## src/design/tpt_pkg.sv

```systemverilog
// ----------------------------------------------------------------------------
// tpt_pkg
// Shared constants, codes and types for the page-table translator.
// ----------------------------------------------------------------------------
package tpt_pkg;

    localparam int TLB_DEPTH   = 16;
    localparam int PAGE_COUNT  = 256;
    localparam int FRAME_COUNT = 256;
    localparam int OFFSET_BITS = 8;

    localparam int ADDR_W    = 16;
    localparam int CNT_W     = 32;
    localparam int TLB_IDX_W = $clog2(TLB_DEPTH);
    localparam int PAGE_W    = $clog2(PAGE_COUNT);
    localparam int FRAME_W   = $clog2(FRAME_COUNT);

    typedef enum logic [1:0] {
        ST_TLB_HIT        = 2'd0,
        ST_TABLE_HIT      = 2'd1,
        ST_FAULT_LOADED   = 2'd2,
        ST_FAULT_NO_FRAME = 2'd3
    } status_t;

    typedef enum logic [1:0] {
        S_IDLE,
        S_LOOKUP,
        S_RESOLVE
    } state_t;

    // Controller to datapath commands
    typedef struct packed {
        logic load;     // capture the address of a new transfer
        logic lookup;   // TLB search and page-table read
        logic resolve;  // pick frame, update tables and counters
    } ctrl_cmd_t;

endpackage

```

## src/design/tpt_ram.sv

```systemverilog
// ----------------------------------------------------------------------------
// tpt_ram
// Generic single-write, single-read RAM with registered read data.
// ----------------------------------------------------------------------------
module tpt_ram #(
    parameter int WIDTH = 8,
    parameter int DEPTH = 256
) (
    input  logic                     clk,
    input  logic                     we,
    input  logic [$clog2(DEPTH)-1:0] waddr,
    input  logic [WIDTH-1:0]         wdata,
    input  logic                     re,
    input  logic [$clog2(DEPTH)-1:0] raddr,
    output logic [WIDTH-1:0]         rdata
);

    logic [WIDTH-1:0] mem [DEPTH];
    logic [WIDTH-1:0] rdata_reg;

    always_ff @(posedge clk)
    begin
        if (we)
        begin
            mem[waddr] <= wdata;
        end
        if (re)
        begin
            rdata_reg <= mem[raddr];
        end
    end

    assign rdata = rdata_reg;

endmodule

```

## src/design/tpt_ctrl.sv

```systemverilog
// ----------------------------------------------------------------------------
// tpt_ctrl
// Sequencer: idle, lookup, resolve; raises the done strobe after resolve.
// ----------------------------------------------------------------------------
module tpt_ctrl (
    input  logic               clk,
    input  logic               rst_n,
    input  logic               start,
    output logic               busy,
    output logic               done,
    output tpt_pkg::ctrl_cmd_t cmd
);

    tpt_pkg::state_t state_reg;
    tpt_pkg::state_t state_next;
    logic            done_reg;
    logic            done_next;

    always_ff @(posedge clk or negedge rst_n)
    begin
        if (!rst_n)
        begin
            state_reg <= tpt_pkg::S_IDLE;
            done_reg  <= 1'b0;
        end
        else
        begin
            state_reg <= state_next;
            done_reg  <= done_next;
        end
    end

    // next state
    always_comb
    begin
        state_next = state_reg;
        unique case (state_reg)
            tpt_pkg::S_IDLE:
            begin
                if (start)
                begin
                    state_next = tpt_pkg::S_LOOKUP;
                end
            end
            tpt_pkg::S_LOOKUP:  state_next = tpt_pkg::S_RESOLVE;
            tpt_pkg::S_RESOLVE: state_next = tpt_pkg::S_IDLE;
            default:            state_next = tpt_pkg::S_IDLE;
        endcase
    end

    // outputs
    always_comb
    begin
        cmd       = '0;
        busy      = 1'b1;
        done_next = 1'b0;
        unique case (state_reg)
            tpt_pkg::S_IDLE:
            begin
                busy     = 1'b0;
                cmd.load = start;
            end
            tpt_pkg::S_LOOKUP:
            begin
                cmd.lookup = 1'b1;
            end
            tpt_pkg::S_RESOLVE:
            begin
                cmd.resolve = 1'b1;
                done_next   = 1'b1;
            end
            default:
            begin
                busy = 1'b1;
            end
        endcase
    end

    assign done = done_reg;

endmodule

```

## src/design/tpt_datapath.sv

```systemverilog
// ----------------------------------------------------------------------------
// tpt_datapath
// TLB registers, page-table store, frame allocator, counters, result registers.
// ----------------------------------------------------------------------------
module tpt_datapath (
    input  logic                          clk,
    input  logic                          rst_n,
    input  tpt_pkg::ctrl_cmd_t            cmd,
    input  logic [tpt_pkg::ADDR_W-1:0]    logical_address,
    output logic [tpt_pkg::ADDR_W-1:0]    physical_address,
    output logic [1:0]                    status,
    output logic [tpt_pkg::PAGE_W-1:0]    page_number,
    output logic [tpt_pkg::FRAME_W-1:0]   frame_number,
    output logic [tpt_pkg::CNT_W-1:0]     translation_count,
    output logic [tpt_pkg::CNT_W-1:0]     tlb_hit_count,
    output logic [tpt_pkg::CNT_W-1:0]     fault_count
);

    localparam int TD = tpt_pkg::TLB_DEPTH;
    localparam int AW = tpt_pkg::ADDR_W;
    localparam int PW = tpt_pkg::PAGE_W;
    localparam int FW = tpt_pkg::FRAME_W;
    localparam int IW = tpt_pkg::TLB_IDX_W;
    localparam int CW = tpt_pkg::CNT_W;
    localparam int OB = tpt_pkg::OFFSET_BITS;

    function automatic logic [CW-1:0] sat_inc(input logic [CW-1:0] v);
        sat_inc = (v == '1) ? v : v + CW'(1);
    endfunction

    // address capture
    logic [AW-1:0] addr_reg;
    logic [PW-1:0] page;
    logic [OB-1:0] offset;

    assign page   = PW'(addr_reg >> OB);
    assign offset = addr_reg[OB-1:0];

    // TLB
    logic [PW-1:0] tlb_page_reg  [TD];
    logic [FW-1:0] tlb_frame_reg [TD];
    logic [TD-1:0] tlb_valid_reg;
    logic [IW-1:0] tlb_wp_reg;

    // page table valid bits and allocator
    logic [tpt_pkg::PAGE_COUNT-1:0] table_valid_reg;
    logic [FW-1:0]                  next_free_reg;
    logic                           exhausted_reg;

    // lookup results
    logic          hit_reg;
    logic [FW-1:0] hit_frame_reg;
    logic          tv_reg;
    logic [FW-1:0] table_rdata;

    // counters
    logic [CW-1:0] trans_cnt_reg;
    logic [CW-1:0] hit_cnt_reg;
    logic [CW-1:0] fault_cnt_reg;

    // result registers
    logic [AW-1:0]    phys_reg;
    tpt_pkg::status_t status_reg;
    logic [PW-1:0]    page_reg;
    logic [FW-1:0]    frame_reg;

    // parallel TLB compare, lowest matching index wins
    logic          hit_c;
    logic [FW-1:0] hit_frame_c;

    always_comb
    begin
        hit_c       = 1'b0;
        hit_frame_c = '0;
        for (int i = TD - 1; i >= 0; i--)
        begin
            if (tlb_valid_reg[i] && (tlb_page_reg[i] == page))
            begin
                hit_c       = 1'b1;
                hit_frame_c = tlb_frame_reg[i];
            end
        end
    end

    // resolve decision
    tpt_pkg::status_t st_c;
    logic [FW-1:0]    frame_c;
    logic             tlb_ins_c;
    logic             table_wr_c;

    always_comb
    begin
        tlb_ins_c  = 1'b0;
        table_wr_c = 1'b0;
        if (hit_reg)
        begin
            st_c    = tpt_pkg::ST_TLB_HIT;
            frame_c = hit_frame_reg;
        end
        else if (tv_reg)
        begin
            st_c      = tpt_pkg::ST_TABLE_HIT;
            frame_c   = table_rdata;
            tlb_ins_c = 1'b1;
        end
        else if (exhausted_reg)
        begin
            st_c    = tpt_pkg::ST_FAULT_NO_FRAME;
            frame_c = '0;
        end
        else
        begin
            st_c       = tpt_pkg::ST_FAULT_LOADED;
            frame_c    = next_free_reg;
            tlb_ins_c  = 1'b1;
            table_wr_c = 1'b1;
        end
    end

    tpt_ram #(
        .WIDTH (FW),
        .DEPTH (tpt_pkg::PAGE_COUNT)
    ) u_table (
        .clk   (clk),
        .we    (cmd.resolve && table_wr_c),
        .waddr (page),
        .wdata (next_free_reg),
        .re    (cmd.lookup),
        .raddr (page),
        .rdata (table_rdata)
    );

    // payload registers
    always_ff @(posedge clk)
    begin
        if (cmd.load)
        begin
            addr_reg <= logical_address;
        end
        if (cmd.lookup)
        begin
            hit_reg       <= hit_c;
            hit_frame_reg <= hit_frame_c;
            tv_reg        <= table_valid_reg[page];
        end
        if (cmd.resolve)
        begin
            if (tlb_ins_c)
            begin
                tlb_page_reg[tlb_wp_reg]  <= page;
                tlb_frame_reg[tlb_wp_reg] <= frame_c;
            end
            status_reg <= st_c;
            page_reg   <= page;
            frame_reg  <= frame_c;
            phys_reg   <= (st_c == tpt_pkg::ST_FAULT_NO_FRAME) ? '0 : AW'({frame_c, offset});
        end
    end

    // control state
    always_ff @(posedge clk or negedge rst_n)
    begin
        if (!rst_n)
        begin
            tlb_valid_reg   <= '0;
            tlb_wp_reg      <= '0;
            table_valid_reg <= '0;
            next_free_reg   <= '0;
            exhausted_reg   <= 1'b0;
            trans_cnt_reg   <= '0;
            hit_cnt_reg     <= '0;
            fault_cnt_reg   <= '0;
        end
        else if (cmd.resolve)
        begin
            trans_cnt_reg <= sat_inc(trans_cnt_reg);
            if (hit_reg)
            begin
                hit_cnt_reg <= sat_inc(hit_cnt_reg);
            end
            if (!hit_reg && !tv_reg)
            begin
                fault_cnt_reg <= sat_inc(fault_cnt_reg);
            end
            if (tlb_ins_c)
            begin
                tlb_valid_reg[tlb_wp_reg] <= 1'b1;
                tlb_wp_reg <= (tlb_wp_reg == IW'(TD - 1)) ? '0 : tlb_wp_reg + IW'(1);
            end
            if (table_wr_c)
            begin
                table_valid_reg[page] <= 1'b1;
                if (next_free_reg == FW'(tpt_pkg::FRAME_COUNT - 1))
                begin
                    exhausted_reg <= 1'b1;
                end
                else
                begin
                    next_free_reg <= next_free_reg + FW'(1);
                end
            end
        end
    end

    assign physical_address  = phys_reg;
    assign status            = status_reg;
    assign page_number       = page_reg;
    assign frame_number      = frame_reg;
    assign translation_count = trans_cnt_reg;
    assign tlb_hit_count     = hit_cnt_reg;
    assign fault_count       = fault_cnt_reg;

endmodule

```

## src/design/tlb_page_table_translator.sv

```systemverilog
// ----------------------------------------------------------------------------
// tlb_page_table_translator
// Demand-paging address translator with a 16-entry FIFO-replaced TLB.
// ----------------------------------------------------------------------------
//
//  channel  | handshake             | payload
//  ---------+-----------------------+--------------------------------------
//  request  | start / busy          | logical_address
//  result   | done (1-cycle strobe) | physical_address, status, page_number,
//           |                       | frame_number, translation_count,
//           |                       | tlb_hit_count, fault_count
//
//  A request transfer happens on a clock edge with start high and busy low.
//  Each transfer runs a TLB search plus page-table RAM read
//  (registered RAM output), then a resolve cycle that updates TLB, page
//  table, allocator and counters; done pulses in the cycle after resolve,
//  and busy is already low then, so a new start is taken in that cycle.
//  Reset clears all valid bits at once; no clearing pass is needed.
//  The receiver cannot stall: results stay on the ports until the resolve
//  cycle of the next transfer.
//
module tlb_page_table_translator (
    input  logic        clk,
    input  logic        rst_n,
    input  logic        start,
    output logic        busy,
    input  logic [15:0] logical_address,
    output logic        done,
    output logic [15:0] physical_address,
    output logic [1:0]  status,
    output logic [7:0]  page_number,
    output logic [7:0]  frame_number,
    output logic [31:0] translation_count,
    output logic [31:0] tlb_hit_count,
    output logic [31:0] fault_count
);

    tpt_pkg::ctrl_cmd_t cmd;

    // sequencer
    tpt_ctrl u_ctrl (
        .clk   (clk),
        .rst_n (rst_n),
        .start (start),
        .busy  (busy),
        .done  (done),
        .cmd   (cmd)
    );

    // TLB, page table, allocator and statistics
    tpt_datapath u_dp (
        .clk               (clk),
        .rst_n             (rst_n),
        .cmd               (cmd),
        .logical_address   (logical_address),
        .physical_address  (physical_address),
        .status            (status),
        .page_number       (page_number),
        .frame_number      (frame_number),
        .translation_count (translation_count),
        .tlb_hit_count     (tlb_hit_count),
        .fault_count       (fault_count)
    );

    // result strobe only when the sequencer is back in idle
    assert property (@(posedge clk) disable iff (!rst_n) done |-> !busy)
        else $error("done while busy");

    // an accepted transfer keeps the block busy for the next cycle
    assert property (@(posedge clk) disable iff (!rst_n) (start && !busy) |=> busy)
        else $error("transfer accepted but not busy");

    // no-frame faults report zero address and frame
    assert property (@(posedge clk) disable iff (!rst_n)
        (done && (status == tpt_pkg::ST_FAULT_NO_FRAME))
            |-> (physical_address == 16'd0 && frame_number == 8'd0))
        else $error("no_frame result not zeroed");

    // mapped results carry the frame in the upper address bits
    assert property (@(posedge clk) disable iff (!rst_n)
        (done && (status != tpt_pkg::ST_FAULT_NO_FRAME))
            |-> (physical_address[15:8] == frame_number && translation_count != 32'd0))
        else $error("frame and physical address disagree");

endmodule
```

## config.mk

```make
export PLATFORM = sky130hd
export DESIGN_NAME = tlb_page_table_translator
export DESIGN_NICKNAME = d
export VERILOG_FILES = /design/src/design/tpt_pkg.sv /design/src/design/tpt_ram.sv /design/src/design/tpt_ctrl.sv /design/src/design/tpt_datapath.sv /design/src/design/tlb_page_table_translator.sv
export SDC_FILE = /design/constraint.sdc
export NUM_CORES = 2
export LEC_CHECK = 0
export BUFFER_PORTS_ARGS = -buffer_cell sky130_fd_sc_hd__clkbuf_2
export CORE_MARGIN = 5
export CORE_UTILIZATION = 50
export CTS_BUF_LIST = sky130_fd_sc_hd__clkbuf_16
export CTS_CLUSTER_SIZE = 14
export DETAILED_ROUTE_END_ITERATION = 8
export PLACE_DENSITY_LB_ADDON = 0.08
export REMOVE_ABC_BUFFERS = 1
export SYNTH_ARGS = -nofsm -noshare
export SYNTH_HDL_FRONTEND = slang
export SYNTH_SLANG_ARGS = --single-unit
```

## constraint.sdc

```tcl
create_clock -name clk -period 5.1 [get_ports clk]
set_input_delay 0.765 -clock clk [delete_from_list [all_inputs] [get_ports clk]]
set_output_delay 0.765 -clock clk [all_outputs]
set_load 0.02 [all_outputs]
```

Yosys cells after proc, flatten, opt, wreduce, memory -nomap -nowiden
Memory sizes are Yosys's and may differ from the RTL's. A register that Yosys moved wholly into a read port is not among the register bits.
Index checks and enable logic that the tools add are counted.
{"block": "classes", "addsub": 5, "n_lt_le_gt_ge": 4, "n_eq_ne": 25, "mux": 46, "n_bitwise": 6, "reduce_logical": 31}
{"operator": "OR 256 bit", "count": 1}
{"operator": "two-way mux 8 bit", "count": 19}
{"operator": "== test 8 bit", "count": 16}
{"operator": "adder 32 x 1 -> 32 bit, second input constant", "count": 3}
{"operator": "== test 32 bit, second input constant", "count": 3}
{"operator": "logical AND 1 bit", "count": 20}
{"operator": "two-way mux 1 bit", "count": 19}
{"operator": "OR 16 bit", "count": 1}
{"operator": "OR reduction 15 bit", "count": 1}
{"operator": "AND reduction 3 bit", "count": 4}
{"operator": "< comparator 8 x 9 -> 1 bit, second input constant", "count": 1}
{"operator": "adder 8 x 1 -> 8 bit, second input constant", "count": 1}
{"operator": "binary-select mux 1 bit (select 8 bit)", "count": 1}
{"operator": "demux 1 bit (select 8 bit)", "count": 1}
{"operator": "== test 8 bit, second input constant", "count": 1}
{"operator": "greater-or-equal comparator 8 x 1 -> 1 bit, second input constant", "count": 1}
{"operator": "two-way mux 2 bit", "count": 3}
{"operator": "AND reduction 2 bit", "count": 3}
{"operator": "< comparator 4 x 5 -> 1 bit, second input constant", "count": 1}
{"operator": "adder 4 x 1 -> 4 bit, second input constant", "count": 1}
{"operator": "demux 1 bit (select 4 bit)", "count": 1}
{"operator": "== test 2 bit, second input constant", "count": 2}
{"operator": "== test 4 bit, second input constant", "count": 1}
{"operator": "greater-or-equal comparator 4 x 1 -> 1 bit, second input constant", "count": 1}
{"operator": "7 further kinds", "count": 11}
{"block": "word_totals", "ff_bits": 444, "ram_bits": 2304, "inputBits": 19, "out_inout_bits": 132, "wordCells": 138, "n_memories": 3}
{"name": "u_dp.u_table.mem", "depth": 256, "word_bits": 8, "rd": 1, "rd_clocked_by_memory_dff": 1, "write_ports": 1, "line": "tpt_ram.sv:18", "text": "logic [WIDTH-1:0] mem [DEPTH];"}
{"name": "u_dp.tlb_frame_reg", "depth": 16, "word_bits": 8, "rd": 16, "rd_clocked_by_memory_dff": 0, "write_ports": 1, "line": "tpt_datapath.sv:41", "text": "logic [FW-1:0] tlb_frame_reg [TD];"}
{"name": "u_dp.tlb_page_reg", "depth": 16, "word_bits": 8, "rd": 16, "rd_clocked_by_memory_dff": 0, "write_ports": 1, "line": "tpt_datapath.sv:40", "text": "logic [PW-1:0] tlb_page_reg [TD];"}

Longest topological paths before layout
An unclocked memory read counts as a cell.
{"block": "logic_depth", "depth_word": 19, "ltp_mapped": 13, "depth_no_buf": 8}

Modules after synthesis
From an unflattened synthesis, not the netlist that was laid out.
{"block": "hier_totals", "cells_unflattened": 5794, "area_unflattened_um2": 108785.6}
{"mod": "tpt_ram", "n_inst": 1, "cells_per_inst": 3733, "area_per_inst_um2": 79636.4, "seq_area_each_um2": 61739.2}
{"mod": "tpt_datapath", "n_inst": 1, "cells_per_inst": 2050, "area_per_inst_um2": 29019.1, "seq_area_each_um2": 19023.2}
{"mod": "tpt_ctrl", "n_inst": 1, "cells_per_inst": 11, "area_per_inst_um2": 130.1, "seq_area_each_um2": 75.1}

Worst setup path after synthesis
No wires, ideal clock.
{"block": "synth_timing", "path_kind": "register -> register", "from": "reg u_dp.next_free_reg[1]", "to": "reg u_dp.next_free_reg[7]", "setup_ns": 0.281, "arrival_time_ns": 4.969, "t_required_ns": 4.819, "setup_slack_ns": -0.150, "stages_incl_launch_ff": 9, "n_path_buf": 0, "period_less_slack_ns": 5.250, "path_cell_list": "dfrtp_1 ha_1 nand2_1 nor2_1 a31oi_1 nand3_1 nor2_1 nand3_1 xnor2_1"}
{"block": "synth_between", "elab_chain_cells": 3, "word_cells_on_any_way": 4, "classes_between": "add/sub: 1; eq/ne: 1; bitwise: 1; reduce/logical: 1"}
{"element": "start, declared", "line": "tpt_datapath.sv:47", "text": "logic [FW-1:0] next_free_reg;"}
{"element": "start signal, assigned", "line": "tpt_datapath.sv:199", "text": "next_free_reg <= next_free_reg + FW'(1);"}
{"element": "branches (longest 3 deep; another with adder 8 x 1 -> 8 bit)"}
Parallel ways; which one is timed is not known.
A chain may end at the register's enable or synchronous reset.

==> reports/qor.yml <==
status:
  status: "complete, no violations"
cells_and_area:
  drive_gt1_share_pct: 29.4
  nets: 6205
  n_fill_cell: 16000
  multi_input_area_mm2: 0.0250
  regArea_mm2: 0.0809
  area_growth_syn_to_layout_pct: 14.9
  largest_register_ffs: 2048
global_route:
  grtUsageTotal_pct: 24.6
  grt_overflow: 0
  grt_pass1_wl_um: 401000
  grt_max_degree: 203
  grt_pass1_vias: 56200
  antenna_found_initial: 9
place:
  gp_congestion: 0.839
  dpl.hpwl_um: 170000
  port_buffers: 150
logic_synthesis:
  synthTopCellsByArea: "edfxtp_1, mux4_2, dfrtp_1"
  ys_seq_area_share_pct: 75.3
  async_flop_share_pct: 13.9
  synth.distinct_cells: 68
  yosys-top-cells-count: "edfxtp_1, mux4_2, dfrtp_1, nor2_1, or2_2"
  netlist_area_mm2: 0.107
  ys_warn_count: 0
  synth_edf_count: 2372
  syn_inst: 5544
  synth_area_leader_cell: "edfxtp_1"
  postSynthAreaPerCell_um2: 19.4
  ys_seq_elements: 2756
  synth_ff_type: "edfxtp_1"
  synth_top_area_share_pct: 66.3
  yosysMostFrequentCell: "edfxtp_1"
floorplanning:
  rows: 170
  io_pins: 151
  initial_utilization_pct: 50.1
  die_h_um: 473
  core_mm2: 0.214
  die_w_um: 473
  dieArea_mm2: 0.224
power_and_ir_drop:
  switching_share_pct: 23.1
  internal_power_mw: 38.0
  p_sw_mw: 11.4
  leakage_nw: 41.7
  ir_drop_uv: 396
  clkPwrFrac_pct: 40.1
  p_per_area_mw_per_mm2: 401
  seqPwrFrac_pct: 52.7
  comb_power_share_pct: 7.3
critical_path:
  crit_fanout: 26
  r2r-start: "u_dp.addr_reg[8]$_DFFE_PP_"
  rrSetupSlack_ps: 950
  rr_worst_depth: 11
  critPathKind: "flop to flop"
  critPathRequiredTime_ps: 5710
  worstPathArrival_ps: 4750
  critPathLaunchType: "flop"
  cp-end-kind: "flop"
  worstReg2RegEnd: "u_dp.u_table.rdata[2]$_DFFE_PN_"
clock_tree:
  htree_levels: 5
  cts_tree: "yes"
  postCtsSetupRepairBufs: 0
  clk_path_buf_depth: 4
  root_buffer: "clkbuf_16"
  clk_pin_slew_worst_paths_ps: 60
  clock_latency_ps: 930
  cts_resized: 0
  cts_buffers: 306
  clkSinkCount: 2756
timing:
  fmax_mhz: 241
  max-slew-margin-rel_pct: 16.9
  rsz0062_at_grt: "no"
  whs_ps: 78.0
  finalCriticalPeriod_ps: 4150
  setup_viol: 0
  finalHoldViolCount: 0
  tns_ps: 0
  finClkSkew_ps: 48.8
  fin_crit_sh_pct: 81.3
  report.final.slew_viol_count: 0
  tightest_slew_ps: 1250
hold_path:
  hold_path_end: "u_dp.addr_reg[2]$_DFFE_PP_"
  hp-class: "input port to flop"
  min_from: "logical_address[2]"
  hold_path_depth: 1
routing:
  drt-vias-per-instance: 6.01
  drt_wl_total_um: 276000
  drc: 0
  vias: 55600
  wl_per_cell_um: 29.8
  drt_iter0_drc: 5790
  drtAntennaViolNets: 0
  dr.pass1.iters: 5
run:
  cap_viol_max_count: 0
==> kinds of logic (layout without fill, tap and decap cells) <==
kind of cell    after synthesis  in the layout  share of synthesized area [%]
flops                      2756           2756                           75.3
mux                         609            609                           12.4
fa+ha+maj                     8              8                         0.0932
xor+xnor                    226            226                           1.84
compound gates              529            529                           3.71
other cells                   0              3                              0
buf+inv                     327           1188                           1.51
simple gates               1089           1089                           5.16
==> per-stage QoR <==
| stage | utilization, % | instance area (um^2) | total power, mW | std cells | setup slack [ps] |
|---|---|---|---|---|---|
| final | 57.6 | 123000 | 49.5 | 9246 | 955 |
| after global routing | 57.6 | 123000 | 51.1 | 9244 | 786 |
| after CTS | 57.6 | 123000 | 50.0 | 9243 | 921 |
| after detailed placement | 53.4 | 114000 | 30.2 | 8695 | 959 |
| after global placement | 53.4 | 114000 | 30.1 | 8695 | 940 |
| after floorplan | - | 106000 | 29.2 | 5254 | -25100 |
==> power by group through the flow <==
stage	Clock [mW]	Combinational, mW	Sequential [mW]
finish	19.8	3.59	26.1
global route	21.2	3.84	26.1
CTS	20.2	3.65	26.1
detailed placement	0	3.65	26.5
global placement	0	3.59	26.5
floorplan	0	1.93	27.3
==> metal layers <==
metal	GRT usage [%]	up-vias	share of wire [%]
met3	4.79	398	7.3
met5	0	-	0.0098
met1	35.7	29500	42
met2	38.8	2040	48
met4	6.33	4	2.5
li1	-	23600	-
==> cell usage in the layout (no fill, tap or decap), drive strengths merged, types with 58 or more instances in the layout <==
cell type | netlist | final
a21oi | 75 | 75
mux4 | 575 | 575
a221oi | 72 | 72
dfrtp | 384 | 384
a22o | 73 | 73
inv | 36 | 138
clkbuf | 118 | 462
a22oi | 130 | 130
nand2 | 133 | 133
xnor2 | 165 | 165
buf | 172 | 454
nand4 | 58 | 58
nor2 | 334 | 334
edfxtp | 2372 | 2372
clkinv | 1 | 112
or2 | 276 | 276
nand3 | 79 | 79
xor2 | 61 | 61
==> worst max-delay path by stage <==
| stage | start | cells after the start | slack, ps | endpoint |
|---|---|---|---|---|
| 2_1_floorplan | u_dp.addr_reg[8]$_DFFE_PP_ | 2 | -25100 | u_dp.u_table.mem[147][0]$_DFFE_PP_ |
| 3_3_place_gp | u_dp.addr_reg[8]$_DFFE_PP_ | 11 | 940 | u_dp.u_table.rdata[2]$_DFFE_PN_ |
| 3_5_place_dp | u_dp.addr_reg[8]$_DFFE_PP_ | 11 | 960 | u_dp.u_table.rdata[2]$_DFFE_PN_ |
| 4_1_cts | u_dp.addr_reg[8]$_DFFE_PP_ | 11 | 920 | u_dp.u_table.rdata[2]$_DFFE_PN_ |
| 5_1_grt | u_dp.addr_reg[8]$_DFFE_PP_ | 11 | 790 | u_dp.u_table.rdata[2]$_DFFE_PN_ |
| 6_report | u_dp.addr_reg[8]$_DFFE_PP_ | 11 | 950 | u_dp.u_table.rdata[2]$_DFFE_PN_ |
==> critical path: stages (launching register included) <==
cell      delay, ps
edfxtp_1        460
buf_12          220
buf_12          260
buf_4           470
buf_4           320
mux4_2          540
a22oi_1         210
a21oi_1         180
nor4_1          600
buf_4           280
o31a_1          130
nand4_1          80
==> layout make-up <==
class | instances | share of cell area (%)
multi-input combinational | 2461 | 20.3
tap | 2838 | 2.88
clock inverter | 222 | 0.884
timing repair buffer | 616 | 3.92
inverter | 37 | 0.113
clock buffer | 313 | 6.35
sequential | 2756 | 65.6
antenna | 3 | 0.00609
==> what timing repair did <==
item	in CTS	in global routing
hold buffers	13	0
setup endpoints to repair	0	0
hold endpoints to repair	71	0
No activity file was read; power rests on OpenSTA's default activity.
